**config.mk**
```make
export PLATFORM = sky130hd
export DESIGN_NAME = response_ratio_job_scheduler_core
export DESIGN_NICKNAME = d
export VERILOG_FILES = /design/src/hw/rtl/rrjs_pkg.sv /design/src/hw/rtl/rrjs_job_ram.sv /design/src/hw/rtl/rrjs_pick_unit.sv /design/src/hw/rtl/response_ratio_job_scheduler_core.sv
export SDC_FILE = /design/constraint.sdc
export NUM_CORES = 2
export LEC_CHECK = 0
export ABC_AREA = 1
export BUFFER_PORTS_ARGS = -buffer_cell sky130_fd_sc_hd__buf_2
export CAP_MARGIN = 20
export CORE_MARGIN = 10
export CORE_UTILIZATION = 58
export CTS_CLUSTER_DIAMETER = 50
export DETAILED_ROUTE_END_ITERATION = 10
export HOLD_SLACK_MARGIN = 0.1
export PLACE_DENSITY_LB_ADDON = 0.08
export SYNTH_ARGS = -nofsm -noshare
export SYNTH_HDL_FRONTEND = slang
export SYNTH_SLANG_ARGS = --single-unit
export TNS_END_PERCENT = 30
```
**constraint.sdc**
```tcl
create_clock -name clock -period 5.2 [get_ports clock]
set_input_delay 0.52 -clock clock [delete_from_list [all_inputs] [get_ports clock]]
set_output_delay 0.52 -clock clock [all_outputs]
set_load 0.005 [all_outputs]
```
**src/hw/rtl/rrjs_pkg.sv**
```systemverilog
// Shared types, widths and helpers for the response-ratio job scheduler.
`default_nettype none

package rrjs_pkg;

   localparam int BURST_W   = 16;
   localparam int ARRIVAL_W = 16;
   localparam int TIME_W    = 21;
   localparam int JOB_IDX_W = 4;
   localparam int JOB_W     = BURST_W + ARRIVAL_W;
   localparam int PROD_W    = TIME_W + BURST_W;

   localparam logic [TIME_W-1:0] TIME_MAX = {TIME_W{1'b1}};

   // control from the sequencer to the pick unit
   typedef struct packed {
      logic clear;       // drop best and earliest-arrival tracking
      logic cand_valid;  // job RAM read data is valid this cycle
      logic cand_done;   // done flag of the job being read
   } pick_ctl_type;

   // status back from the pick unit
   typedef struct packed {
      logic busy;        // candidates still in the compare pipeline
      logic best_valid;  // at least one arrived, unfinished job seen
   } pick_stat_type;

   // time plus burst, saturating at the top of the time range
   function automatic logic [TIME_W-1:0] sat_add(input logic [TIME_W-1:0]  a,
                                                 input logic [BURST_W-1:0] b);
      logic [TIME_W:0] s;
      s = {1'b0, a} + (TIME_W+1)'(b);
      return s[TIME_W] ? TIME_MAX : s[TIME_W-1:0];
   endfunction

endpackage

`default_nettype wire

```
**src/hw/rtl/rrjs_job_ram.sv**
```systemverilog
// Job store: burst and arrival per slot, one write port, one registered read port.
`default_nettype none

module rrjs_job_ram #(
   parameter int DEPTH  = 16,
   parameter int ADDR_W = $clog2(DEPTH)
) (
   input  wire logic                      clock,
   input  wire logic                      wr_en,
   input  wire logic [ADDR_W-1:0]         wr_addr,
   input  wire logic [rrjs_pkg::JOB_W-1:0] wr_data,
   input  wire logic                      rd_en,
   input  wire logic [ADDR_W-1:0]         rd_addr,
   output logic      [rrjs_pkg::JOB_W-1:0] rd_data
);
   import rrjs_pkg::*;

   logic [JOB_W-1:0] mem [DEPTH];
   logic [JOB_W-1:0] rd_data_ff;

   always_ff @(posedge clock) begin
      if (wr_en) begin
         mem[wr_addr] <= wr_data;
      end
   end

   always_ff @(posedge clock) begin
      if (rd_en) begin
         rd_data_ff <= mem[rd_addr];
      end
   end

   assign rd_data = rd_data_ff;

endmodule

`default_nettype wire

```
**src/hw/rtl/rrjs_pick_unit.sv**
```systemverilog
// Pick unit: exact wait/burst ratio compare over a job scan, plus earliest pending arrival.
`default_nettype none

module rrjs_pick_unit #(
   parameter int IDX_W = 4
) (
   input  wire logic                          clock,
   input  wire logic                          reset,
   input  wire rrjs_pkg::pick_ctl_type        ctl,
   input  wire logic [IDX_W-1:0]              cand_idx,
   input  wire logic [rrjs_pkg::BURST_W-1:0]  cand_burst,
   input  wire logic [rrjs_pkg::ARRIVAL_W-1:0] cand_arrival,
   input  wire logic [rrjs_pkg::TIME_W-1:0]   cur_time,
   output rrjs_pkg::pick_stat_type            stat,
   output logic      [IDX_W-1:0]              best_idx,
   output logic      [rrjs_pkg::TIME_W-1:0]   best_wait,
   output logic      [rrjs_pkg::BURST_W-1:0]  best_burst,
   output logic      [rrjs_pkg::ARRIVAL_W-1:0] min_arrival
);
   import rrjs_pkg::*;

   logic                 s1_valid_ff;
   logic [TIME_W-1:0]    s1_wait_ff;
   logic [BURST_W-1:0]   s1_burst_ff;
   logic [IDX_W-1:0]     s1_idx_ff;
   logic                 s2_valid_ff;
   logic [TIME_W-1:0]    s2_wait_ff;
   logic [BURST_W-1:0]   s2_burst_ff;
   logic [IDX_W-1:0]     s2_idx_ff;
   logic [PROD_W-1:0]    lhs_ff;
   logic [PROD_W-1:0]    rhs_ff;
   logic                 best_valid_ff;
   logic [IDX_W-1:0]     best_idx_ff;
   logic [TIME_W-1:0]    best_wait_ff;
   logic [BURST_W-1:0]   best_burst_ff;
   logic [ARRIVAL_W-1:0] min_arr_ff;

   logic              arrived;
   logic              eligible;
   logic              take;
   logic [TIME_W-1:0] arr_ext;

   assign arr_ext  = TIME_W'(cand_arrival);
   assign arrived  = arr_ext <= cur_time;
   assign eligible = ctl.cand_valid && !ctl.cand_done && arrived;

   // greater ratio wins; equal ratio goes to the shorter burst; lower index kept otherwise
   assign take = !best_valid_ff || (lhs_ff > rhs_ff) ||
                 ((lhs_ff == rhs_ff) && (s2_burst_ff < best_burst_ff));

   // control
   always_ff @(posedge clock) begin
      if (reset || ctl.clear) begin
         s1_valid_ff   <= 1'b0;
         s2_valid_ff   <= 1'b0;
         best_valid_ff <= 1'b0;
         min_arr_ff    <= {ARRIVAL_W{1'b1}};
      end else begin
         s1_valid_ff <= eligible;
         s2_valid_ff <= s1_valid_ff;
         if (s2_valid_ff) begin
            best_valid_ff <= 1'b1;
         end
         if (ctl.cand_valid && !ctl.cand_done && (cand_arrival < min_arr_ff)) begin
            min_arr_ff <= cand_arrival;
         end
      end
   end

   // payload; candidates never come in back-to-back cycles, so stage 2 sees the settled best
   always_ff @(posedge clock) begin
      s1_wait_ff  <= cur_time - arr_ext;
      s1_burst_ff <= cand_burst;
      s1_idx_ff   <= cand_idx;
      s2_wait_ff  <= s1_wait_ff;
      s2_burst_ff <= s1_burst_ff;
      s2_idx_ff   <= s1_idx_ff;
      lhs_ff      <= PROD_W'(s1_wait_ff) * PROD_W'(best_burst_ff);
      rhs_ff      <= PROD_W'(best_wait_ff) * PROD_W'(s1_burst_ff);
      if (s2_valid_ff && take) begin
         best_idx_ff   <= s2_idx_ff;
         best_wait_ff  <= s2_wait_ff;
         best_burst_ff <= s2_burst_ff;
      end
   end

   assign stat.busy       = s1_valid_ff || s2_valid_ff;
   assign stat.best_valid = best_valid_ff;
   assign best_idx        = best_idx_ff;
   assign best_wait       = best_wait_ff;
   assign best_burst      = best_burst_ff;
   assign min_arrival     = min_arr_ff;

endmodule

`default_nettype wire

```
**src/hw/rtl/response_ratio_job_scheduler_core.sv**
```systemverilog
// Top level of the highest-response-ratio-next job scheduler.
//
//   channel | direction | handshake           | carries
//   req_    | in        | req_valid/req_stall | burst, arrival, final mark of one job
//   rsp_    | out       | rsp_valid/rsp_stall | index, wait, turnaround, end mark
//
// Loading takes one cycle per item. An item with the final mark starts a schedule:
// each pick is a scan of the job RAM, jobs issued one at a time with a gap between them
// through the read port and the ratio multipliers, then the emit state hands the item to
// the output register. The first scan of a set, and any scan that finds no arrived
// job, only moves the clock to the earliest pending arrival and adds a scan.
// Reset is synchronous and clears control state; the job RAM holds no reset value.
// The output register parts the sides: a stalled result holds there while the next
// scan runs, and the block stops only when a second result is ready.
`default_nettype none

module response_ratio_job_scheduler_core #(
   parameter int MAX_JOBS = 16
) (
   input  wire logic                            clock,
   input  wire logic                            reset,
   input  wire logic                            req_valid,
   output logic                                 req_stall,
   input  wire logic [rrjs_pkg::BURST_W-1:0]    req_burst_time,
   input  wire logic [rrjs_pkg::ARRIVAL_W-1:0]  req_arrival_time,
   input  wire logic                            req_final_entry,
   output logic                                 rsp_valid,
   input  wire logic                            rsp_stall,
   output logic      [rrjs_pkg::JOB_IDX_W-1:0]  rsp_job_index,
   output logic      [rrjs_pkg::TIME_W-1:0]     rsp_wait_time,
   output logic      [rrjs_pkg::TIME_W-1:0]     rsp_turnaround_time,
   output logic                                 rsp_end_of_schedule
);
   import rrjs_pkg::*;

   localparam int IDX_W = $clog2(MAX_JOBS);
   localparam int CNT_W = $clog2(MAX_JOBS + 1);
   localparam logic [CNT_W-1:0] CNT_MAX = CNT_W'(MAX_JOBS);

   typedef enum logic [2:0] {
      ST_LOAD = 3'b001,
      ST_SCAN = 3'b010,
      ST_EMIT = 3'b100
   } state_type;

   state_type state_ff, state_in;

   logic [CNT_W-1:0]    job_count_ff, job_count_in;
   logic [CNT_W-1:0]    left_ff, left_in;
   logic [CNT_W-1:0]    issue_cnt_ff, issue_cnt_in;
   logic [TIME_W-1:0]   cur_ff, cur_in;
   logic                first_pass_ff, first_pass_in;
   logic                phase_ff;
   logic                rd_valid_ff;
   logic [IDX_W-1:0]    rd_idx_ff;
   logic [MAX_JOBS-1:0] done_ff, done_in;

   logic                rsp_valid_ff, rsp_valid_in;
   logic [JOB_IDX_W-1:0] rsp_idx_ff, rsp_idx_in;
   logic [TIME_W-1:0]   rsp_wait_ff, rsp_wait_in;
   logic [TIME_W-1:0]   rsp_turn_ff, rsp_turn_in;
   logic                rsp_end_ff, rsp_end_in;

   // handshake and sequencing strobes
   logic load_fire;
   logic full;
   logic issue_fire;
   logic scan_done;
   logic restart;
   logic go_emit;
   logic emit_fire;

   // job RAM and pick unit wiring
   logic [JOB_W-1:0]     wr_data;
   logic [BURST_W-1:0]   wr_burst;
   logic [JOB_W-1:0]     rd_data;
   pick_ctl_type         pick_ctl;
   pick_stat_type        pick_stat;
   logic [IDX_W-1:0]     best_idx;
   logic [TIME_W-1:0]    best_wait;
   logic [BURST_W-1:0]   best_burst;
   logic [ARRIVAL_W-1:0] min_arrival;
   logic [IDX_W+JOB_IDX_W-1:0] best_idx_ext;

   assign full       = job_count_ff == CNT_MAX;
   assign load_fire  = (state_ff == ST_LOAD) && req_valid;
   assign issue_fire = (state_ff == ST_SCAN) && !phase_ff && (issue_cnt_ff < job_count_ff);
   assign scan_done  = (state_ff == ST_SCAN) && (issue_cnt_ff == job_count_ff) &&
                       !rd_valid_ff && !pick_stat.busy;
   // the opening scan only finds the earliest arrival; an empty scan is an idle jump
   assign restart    = scan_done && (first_pass_ff || !pick_stat.best_valid);
   assign go_emit    = scan_done && !restart;
   assign emit_fire  = (state_ff == ST_EMIT) && (!rsp_valid_ff || !rsp_stall);

   // zero burst runs as one tick
   assign wr_burst = (req_burst_time == '0) ? BURST_W'(1) : req_burst_time;
   assign wr_data  = {wr_burst, req_arrival_time};

   // writes happen only in load, reads only in scan, so no forwarding is needed
   rrjs_job_ram #(
      .DEPTH (MAX_JOBS)
   ) u_job_ram (
      .clock   (clock),
      .wr_en   (load_fire && !full),
      .wr_addr (job_count_ff[IDX_W-1:0]),
      .wr_data (wr_data),
      .rd_en   (issue_fire),
      .rd_addr (issue_cnt_ff[IDX_W-1:0]),
      .rd_data (rd_data)
   );

   assign pick_ctl.clear      = (state_ff == ST_LOAD) || restart || emit_fire;
   assign pick_ctl.cand_valid = rd_valid_ff;
   assign pick_ctl.cand_done  = done_ff[rd_idx_ff];

   rrjs_pick_unit #(
      .IDX_W (IDX_W)
   ) u_pick (
      .clock        (clock),
      .reset        (reset),
      .ctl          (pick_ctl),
      .cand_idx     (rd_idx_ff),
      .cand_burst   (rd_data[JOB_W-1:ARRIVAL_W]),
      .cand_arrival (rd_data[ARRIVAL_W-1:0]),
      .cur_time     (cur_ff),
      .stat         (pick_stat),
      .best_idx     (best_idx),
      .best_wait    (best_wait),
      .best_burst   (best_burst),
      .min_arrival  (min_arrival)
   );

   assign best_idx_ext = (IDX_W+JOB_IDX_W)'(best_idx);

   always_comb begin
      state_in      = state_ff;
      job_count_in  = job_count_ff;
      left_in       = left_ff;
      issue_cnt_in  = issue_cnt_ff;
      cur_in        = cur_ff;
      first_pass_in = first_pass_ff;
      done_in       = done_ff;
      rsp_valid_in  = rsp_valid_ff && rsp_stall;
      rsp_idx_in    = rsp_idx_ff;
      rsp_wait_in   = rsp_wait_ff;
      rsp_turn_in   = rsp_turn_ff;
      rsp_end_in    = rsp_end_ff;

      case (state_ff)
         ST_LOAD: begin
            if (load_fire) begin
               // a job beyond the store is dropped, its final mark still counts
               if (!full) begin
                  job_count_in = job_count_ff + CNT_W'(1);
               end
               if (req_final_entry) begin
                  state_in      = ST_SCAN;
                  left_in       = full ? job_count_ff : job_count_ff + CNT_W'(1);
                  issue_cnt_in  = '0;
                  first_pass_in = 1'b1;
               end
            end
         end
         ST_SCAN: begin
            if (issue_fire) begin
               issue_cnt_in = issue_cnt_ff + CNT_W'(1);
            end
            if (restart) begin
               cur_in        = TIME_W'(min_arrival);
               first_pass_in = 1'b0;
               issue_cnt_in  = '0;
            end
            if (go_emit) begin
               state_in = ST_EMIT;
            end
         end
         ST_EMIT: begin
            if (emit_fire) begin
               rsp_valid_in       = 1'b1;
               rsp_idx_in         = best_idx_ext[JOB_IDX_W-1:0];
               rsp_wait_in        = best_wait;
               rsp_turn_in        = sat_add(best_wait, best_burst);
               rsp_end_in         = left_ff == CNT_W'(1);
               done_in[best_idx]  = 1'b1;
               left_in            = left_ff - CNT_W'(1);
               cur_in             = sat_add(cur_ff, best_burst);
               issue_cnt_in       = '0;
               if (left_ff == CNT_W'(1)) begin
                  // set finished: empty the store, the clock is not cleared
                  state_in     = ST_LOAD;
                  job_count_in = '0;
                  done_in      = '0;
               end else begin
                  state_in = ST_SCAN;
               end
            end
         end
         default: begin
            state_in = ST_LOAD;
         end
      endcase
   end

   always_ff @(posedge clock) begin
      if (reset) begin
         state_ff      <= ST_LOAD;
         job_count_ff  <= '0;
         left_ff       <= '0;
         issue_cnt_ff  <= '0;
         cur_ff        <= '0;
         first_pass_ff <= 1'b0;
         phase_ff      <= 1'b0;
         rd_valid_ff   <= 1'b0;
         done_ff       <= '0;
         rsp_valid_ff  <= 1'b0;
      end else begin
         state_ff      <= state_in;
         job_count_ff  <= job_count_in;
         left_ff       <= left_in;
         issue_cnt_ff  <= issue_cnt_in;
         cur_ff        <= cur_in;
         first_pass_ff <= first_pass_in;
         phase_ff      <= issue_fire;
         rd_valid_ff   <= issue_fire;
         done_ff       <= done_in;
         rsp_valid_ff  <= rsp_valid_in;
      end
   end

   always_ff @(posedge clock) begin
      rd_idx_ff   <= issue_cnt_ff[IDX_W-1:0];
      rsp_idx_ff  <= rsp_idx_in;
      rsp_wait_ff <= rsp_wait_in;
      rsp_turn_ff <= rsp_turn_in;
      rsp_end_ff  <= rsp_end_in;
   end

   assign req_stall           = state_ff != ST_LOAD;
   assign rsp_valid           = rsp_valid_ff;
   assign rsp_job_index       = rsp_idx_ff;
   assign rsp_wait_time       = rsp_wait_ff;
   assign rsp_turnaround_time = rsp_turn_ff;
   assign rsp_end_of_schedule = rsp_end_ff;

`ifndef SYNTHESIS
   a_onehot_state : assert property (@(posedge clock) disable iff (reset)
      $onehot(state_ff))
      else $error("state register not one-hot");

   a_pick_not_done : assert property (@(posedge clock) disable iff (reset)
      emit_fire |-> !done_ff[best_idx])
      else $error("picked a job that already ran");

   a_left_bounded : assert property (@(posedge clock) disable iff (reset)
      (state_ff != ST_LOAD) |-> (left_ff != '0) && (left_ff <= job_count_ff))
      else $error("remaining job count out of range");

   a_last_pick_ends : assert property (@(posedge clock) disable iff (reset)
      (emit_fire && (left_ff == CNT_W'(1))) |=>
         (state_ff == ST_LOAD) && (job_count_ff == '0) && (done_ff == '0) &&
         rsp_valid_ff && rsp_end_ff)
      else $error("schedule did not close after its last item");

   a_turn_covers_wait : assert property (@(posedge clock) disable iff (reset)
      rsp_valid_ff |-> (rsp_turn_ff >= rsp_wait_ff))
      else $error("turnaround below wait");
`endif

endmodule

`default_nettype wire
```
# Word level (Yosys, flattened, before mapping)
# Memories as Yosys holds them, arrays and structs flattened. A register that Yosys moved wholly into a read port is not among the register bits.
# Cells that the tools add are included.
# totals
regBits	325
latchBits	0
mem_bits_rw	512
romBits	0
output_inout_bits	49
memories	1
# mem_list
memory	words	width	read_ports	rd_ports_with_merged_regs	wr	line	text
u_job_ram.mem	16	32	1	1	1	rrjs_job_ram.sv:18	logic [JOB_W-1:0] mem [DEPTH];
# op_classes
n_addsub	6
n_mul	2
div_mod_pow	0
n_lt_le_gt_ge	8
n_eq_ne	15
n_shift	0
n_mux	39
bitwise_logic	1
reduce_logical	45
# ops
operator	count
21-bit by 16-bit multiplier with 37-bit output	2
21-bit 2-to-1 mux	3
5-bit 2-to-1 mux	12
21-bit by 16-bit adder with 22-bit output	2
21-bit one-hot mux with 2 select lines	1
37-bit equality test	1
37-bit > comparator	1
16-bit < comparator	2
16-bit 2-to-1 mux	2
16-bit by 21-bit less-or-equal comparator with 1-bit output	1
21-bit by 16-bit subtractor with 21-bit output	1
5-bit one-hot mux with 2 select lines	2
1-bit logical AND	17
16-bit logical NOT	1
16-bit bitwise OR	1
4-bit AND reduction	4
5-bit one-hot mux with 3 select lines	1
3-bit 2-to-1 mux	4
5-bit by 1-bit adder with 5-bit output (second input constant)	2
4-bit by 5-bit < comparator with 1-bit output (second input constant)	2
2-bit != test (second input constant)	5
1-bit 2-to-1 mux	9
3-bit one-hot mux with 3 select lines	1
1-bit logical NOT	8
22 further kinds	31

# Longest topological paths before layout
# logic_depth
depth_word	9
ltp_mapped	28
depth_no_buf	26

# By module
# A second synthesis with hierarchy kept.
# hier_totals
hier_cells	6967
area_unflattened_um2	60996.0
# by_module_without_submodules
module	instances	cells_per_inst	area_per_inst_um2	seq_area_each_um2
rrjs_pick_unit	1	3921	31027.3	4734.5
rrjs_job_ram	1	2120	23064.6	16335.7
response_ratio_job_scheduler_core	1	926	6904.1	2652.5

# Worst setup path after synthesis
# Ideal clock, no wire load.
# synth_path
kind	reg2reg
startpoint	register u_pick.best_wait_ff[13] (netlist: u_pick.best_wait[13])
endpoint	register u_pick.rhs_ff[20]
setup_time_ps	72
arrival_time_ps	5355
slack_ps	-226
stages_incl_launch_ff	23
path_buffers	2
period_less_slack_ps	5426
path_cell_list	edfxtp_1 > clkbuf_1 > clkbuf_1 > nand2_1 > fa_1 > inv_1 > fa_1 > inv_1 > fa_1 > inv_1 > fa_1 > inv_1 > fa_1 > inv_1 > fa_1 > ha_1 > nand2_1 > nor2_1 > inv_1 > o21ai_0 > a21oi_1 > o21ai_0 > xor2_1
# synth_via
elab_chain_len	1
# synth_lines
item	line	text
start, declared	rrjs_pick_unit.sv:34	logic [TIME_W-1:0] best_wait_ff;
start signal, assigned	rrjs_pick_unit.sv:82	best_wait_ff <= s2_wait_ff;
21-bit by 16-bit multiplier with 37-bit output	rrjs_pick_unit.sv:79	rhs_ff <= PROD_W'(best_wait_ff) * PROD_W'(s1_burst_ff);
end signal, assigned	rrjs_pick_unit.sv:79	
end, declared	rrjs_pick_unit.sv:31	logic [PROD_W-1:0] rhs_ff;
# Every way passes these cells.
# A chain may end at the register's enable or synchronous reset.

# Final worst setup path
# layout_path
startpoint	register u_pick.best_wait_ff[10] (netlist: u_pick.best_wait[10])
endpoint	register u_pick.rhs_ff[24]
# Same word-level chain as after synthesis.

==> reports/results.ini <==
[cells_and_area]
share_of_post_route_cells_with_drive_strength_above_1_pct = 16.2
most_common_library_cell_in_the_layout_ignoring_fill_and_taps = sky130_fd_sc_hd__nand2_1
final_util_pct = 68.8
nNetsFinal = 7492
layout.cells.most_common_list = 1,189 x sky130_fd_sc_hd__nand2_1, 1,184 x sky130_fd_sc_hd__inv_1, 632 x sky130_fd_sc_hd__edfxtp_1
finish.cell_count_without_fillers = 7976
syn_to_final_growth_pct = 18.0

[status]
run_status = complete, but fails checks
violations = setup timing

[sta]
slew_headroom_pct = 33.4
finalSetupTns_ps = -6630
setup_viol = 47
drv_slew = 0
timing.final.crit_share_pct = 105
finalClockSkew_ps = 80.1
finalHoldViolCount = 0
min_period_ps = 5470
layout_setup_ws_ps = -271
worst_tran_pin_value_ps = 996
grt_setup_unrepaired = yes
fmax_mhz = 183

[drt]
drt-initial-drc-count = 3724
routed_wl_microns = 162000
route.vias.total = 43998
wl_per_cell_microns = 20.3
drc = 0
ant_nets = 0
routed_via_density = 5.52
dr.pass1.iters = 6

[synthesis]
synth_flop_cell = sky130_fd_sc_hd__edfxtp_1
synth_seq_cells = 869
seq_area_frac_synth_pct = 40.7
yosys.area_share.simple_pct = 13.9
synth_area_in_adders_pct = 25.7
syn_area_sq_um = 58200
asyncSetResetFlopFracSynth_pct = 0
syn-instance-count = 6207
xor_xnor_portion_of_the_synthesized_cell_area_pct = 1.35
synth_cell_type_count = 54
largest_family_of_logic_cells_by_synthesized_area = adder cells
yosysWarningCount = 0
synth_enable_flop_cells = 632
nets_in_the_synthesized_netlist = 7120
avgSynthCellArea_sq_um = 9.38
synth_compound_area_share_pct = 8.49
share_of_synthesized_area_spent_on_multiplexers_pct = 0

[job]
maxCapViolCount = 0

[placed_design]
placedCellCount = 7727
io_buffer_count = 85
hpwl_microns = 116000
preCtsSetupSlack_ps = -582
globalplace.congestion = 0.952

[cts]
clkLatencyLatePin_ps = 720
cts_htree_levels = 3
clk_path_buf_depth = 3
tritoncts = done
clock-sinks = 869
cts-buffers-inserted = 108
ctsRootBufferMaster = sky130_fd_sc_hd__clkbuf_16
path_clk_slew_ps = 60
cts_hold_buf = 0

[critical_path]
cell_type_with_the_highest_occurrence_count_on_the_critical_path = sky130_fd_sc_hd__inv_1
crit_path_cell_trace = buf_6 > clkbuf_16 > nand2_1 > inv_1 > fa_1 > inv_1 > fa_1 > inv_1 > fa_1 > fa_2 > fa_1 > inv_1 > fa_1 > inv_1 > ha_4 > nand2_4 > nor2_4 > inv_1 > nor2_2 > nand3_1 > nand3_2 > buf_4 > xor2_2
slowest_cell_on_the_critical_path = sky130_fd_sc_hd__fa_1
critical_path.n_buffers_inverters = 9
worstSetupEndpointType = flop
path_delay_family = adder cells
worst_ep_arrival_time_ps = 6060
critPathKind = reg2reg
critical-path-max-stage-delay_ps = 550
worst_ep_required_time_ps = 5790
critical_path.startpoint_type = flop
crit_path_max_fanout = 6

[die]
die_height_microns = 337
io_pins = 86
num_rows = 116
coreArea_sq_um = 99900
fp.dieArea_sq_um = 113000
die_x_microns = 337
initial_core_util_pct = 58.3

[global_routing]
grt_use_total_pct = 28.5
maximum_number_of_pins_on_one_net_before_global_route_repair = 224
globalRoute.totalOverflow = 0
number_of_antenna_violations_at_the_first_check_in_global_routing = 15
grt_pass1_vias = 43985
grt_pass1_wl_microns = 250000

[power_and_ir_drop]
static-leakage-power_uw = 0.0323
vdd.ir_drop.worst_v = 0.00190
power.density_nw_per_um2 = 725

[min_path]
hold_path_class = in2reg

stage by stage:
stage	hold WS (ps)	power (uW)	instance area [sq um]
after floorplan	310	23000	58300
after global placement	311	33800	63100
after detailed placement	312	34000	63100
after CTS	146	46100	67800
after global routing	176	53000	68700
final	164	49800	68700
cell type report:
type | count | area (sq um)
fillers | 7679 | 31100
inverters | 1228 | 4620
multi-input cells | 3821 | 30300
diodes | 5 | 12.5
clock inverters | 79 | 876
clock buffers | 125 | 2830
repair buffers | 551 | 4670
well taps | 1298 | 1620
flip-flops and latches | 869 | 23800
where the power goes:
group | leakage [uW] | switching [uW] | total (uW) | internal, uW
registers | 0.00765 | 341 | 8580 | 8240
logic | 0.0228 | 18700 | 33600 | 15000
clock network | 0.00180 | 3110 | 7580 | 4470
final timing paths:
check                                               startpoint                     endpoint  slack, ps  cells past startpoint
worst max-delay path            u_pick.best_wait[10]$_DFFE_PP_    u_pick.rhs_ff[24]$_DFF_P_       -270                     23
worst min-delay path                                 rsp_stall         rsp_valid$_SDFF_PP0_        160                      3
worst min register to register     u_pick.s1_idx_ff[2]$_DFF_P_  u_pick.s2_idx_ff[2]$_DFF_P_        330                      0
worst max register to register  u_pick.best_wait[10]$_DFFE_PP_    u_pick.rhs_ff[24]$_DFF_P_       -270                     23
metal layers:
layer	part of all wire, %	global-route usage (%)	vias up
met5	0.013	0	-
met4	3.7	10.2	4
met3	6.8	3.47	316
met2	48	46.8	1607
met1	42	38.8	21585
li1	-	-	20486
flip-flops by register name (all words and copies together), names as in the netlist, 16 cells and up:
register             cells
rsp_wait_time           21
u_pick.best_burst       16
u_pick.s1_burst_ff      16
u_pick.s2_wait_ff       21
u_pick.lhs_ff           37
done_ff                 16
u_job_ram.mem          512
u_pick.s1_wait_ff       21
u_pick.best_wait        21
u_pick.rhs_ff           37
u_pick.min_arrival      16
rsp_turnaround_time     21
u_job_ram.rd_data       32
cur_ff                  21
u_pick.s2_burst_ff      16
tightest hold or removal path, delay by kind of cell:
kind	cells	cell delay (ps)
buffers and inverters	1	100
AND/OR/NAND/NOR	1	100
AO/OA/AOI/OAI	1	90
synthesized netlist by cell type, types with 9 or more instances:
cell type	number	area share, %
sky130_fd_sc_hd__dfxtp_1	237	8.1
sky130_fd_sc_hd__ha_1	345	7.4
sky130_fd_sc_hd__nor4_1	9	0.097
sky130_fd_sc_hd__a31oi_1	10	0.11
sky130_fd_sc_hd__buf_2	16	0.14
sky130_fd_sc_hd__xnor2_1	20	0.30
sky130_fd_sc_hd__edfxtp_1	632	33
sky130_fd_sc_hd__clkbuf_1	262	1.7
sky130_fd_sc_hd__o211ai_1	45	0.58
sky130_fd_sc_hd__inv_1	1216	7.8
sky130_fd_sc_hd__o21ai_0	392	3.4
sky130_fd_sc_hd__fa_1	531	18
sky130_fd_sc_hd__a21oi_1	217	1.9
sky130_fd_sc_hd__xor2_1	70	1.1
sky130_fd_sc_hd__nor2_1	451	2.9
sky130_fd_sc_hd__nor3_1	33	0.28
sky130_fd_sc_hd__a21o_1	13	0.17
sky130_fd_sc_hd__o21a_1	11	0.14
sky130_fd_sc_hd__o221ai_1	90	1.4
sky130_fd_sc_hd__nand3_1	198	1.7
sky130_fd_sc_hd__o22ai_1	40	0.43
sky130_fd_sc_hd__nand4_1	19	0.20
sky130_fd_sc_hd__nand2_1	1249	8.0
sky130_fd_sc_hd__o21ai_1	9	0.077
what timing repair did:
action                                  in CTS  in global routing
gates cloned                                 0                  2
endpoints found under the setup margin      54                 55
pin swaps                                   42                 68
gates resized for setup                    197                206
buffers inserted                            25                 14
cell families (layout without fill, tap and decap cells):
family / after synthesis / count (layout)
compound gates: 854 / 854
xor+xnor: 90 / 90
fa+ha+maj: 876 / 876
buf+inv: 1517 / 1983
flops: 869 / 869
other cells: 0 / 5
simple gates: 2001 / 2001
Power figures use the tool's default switching activity.
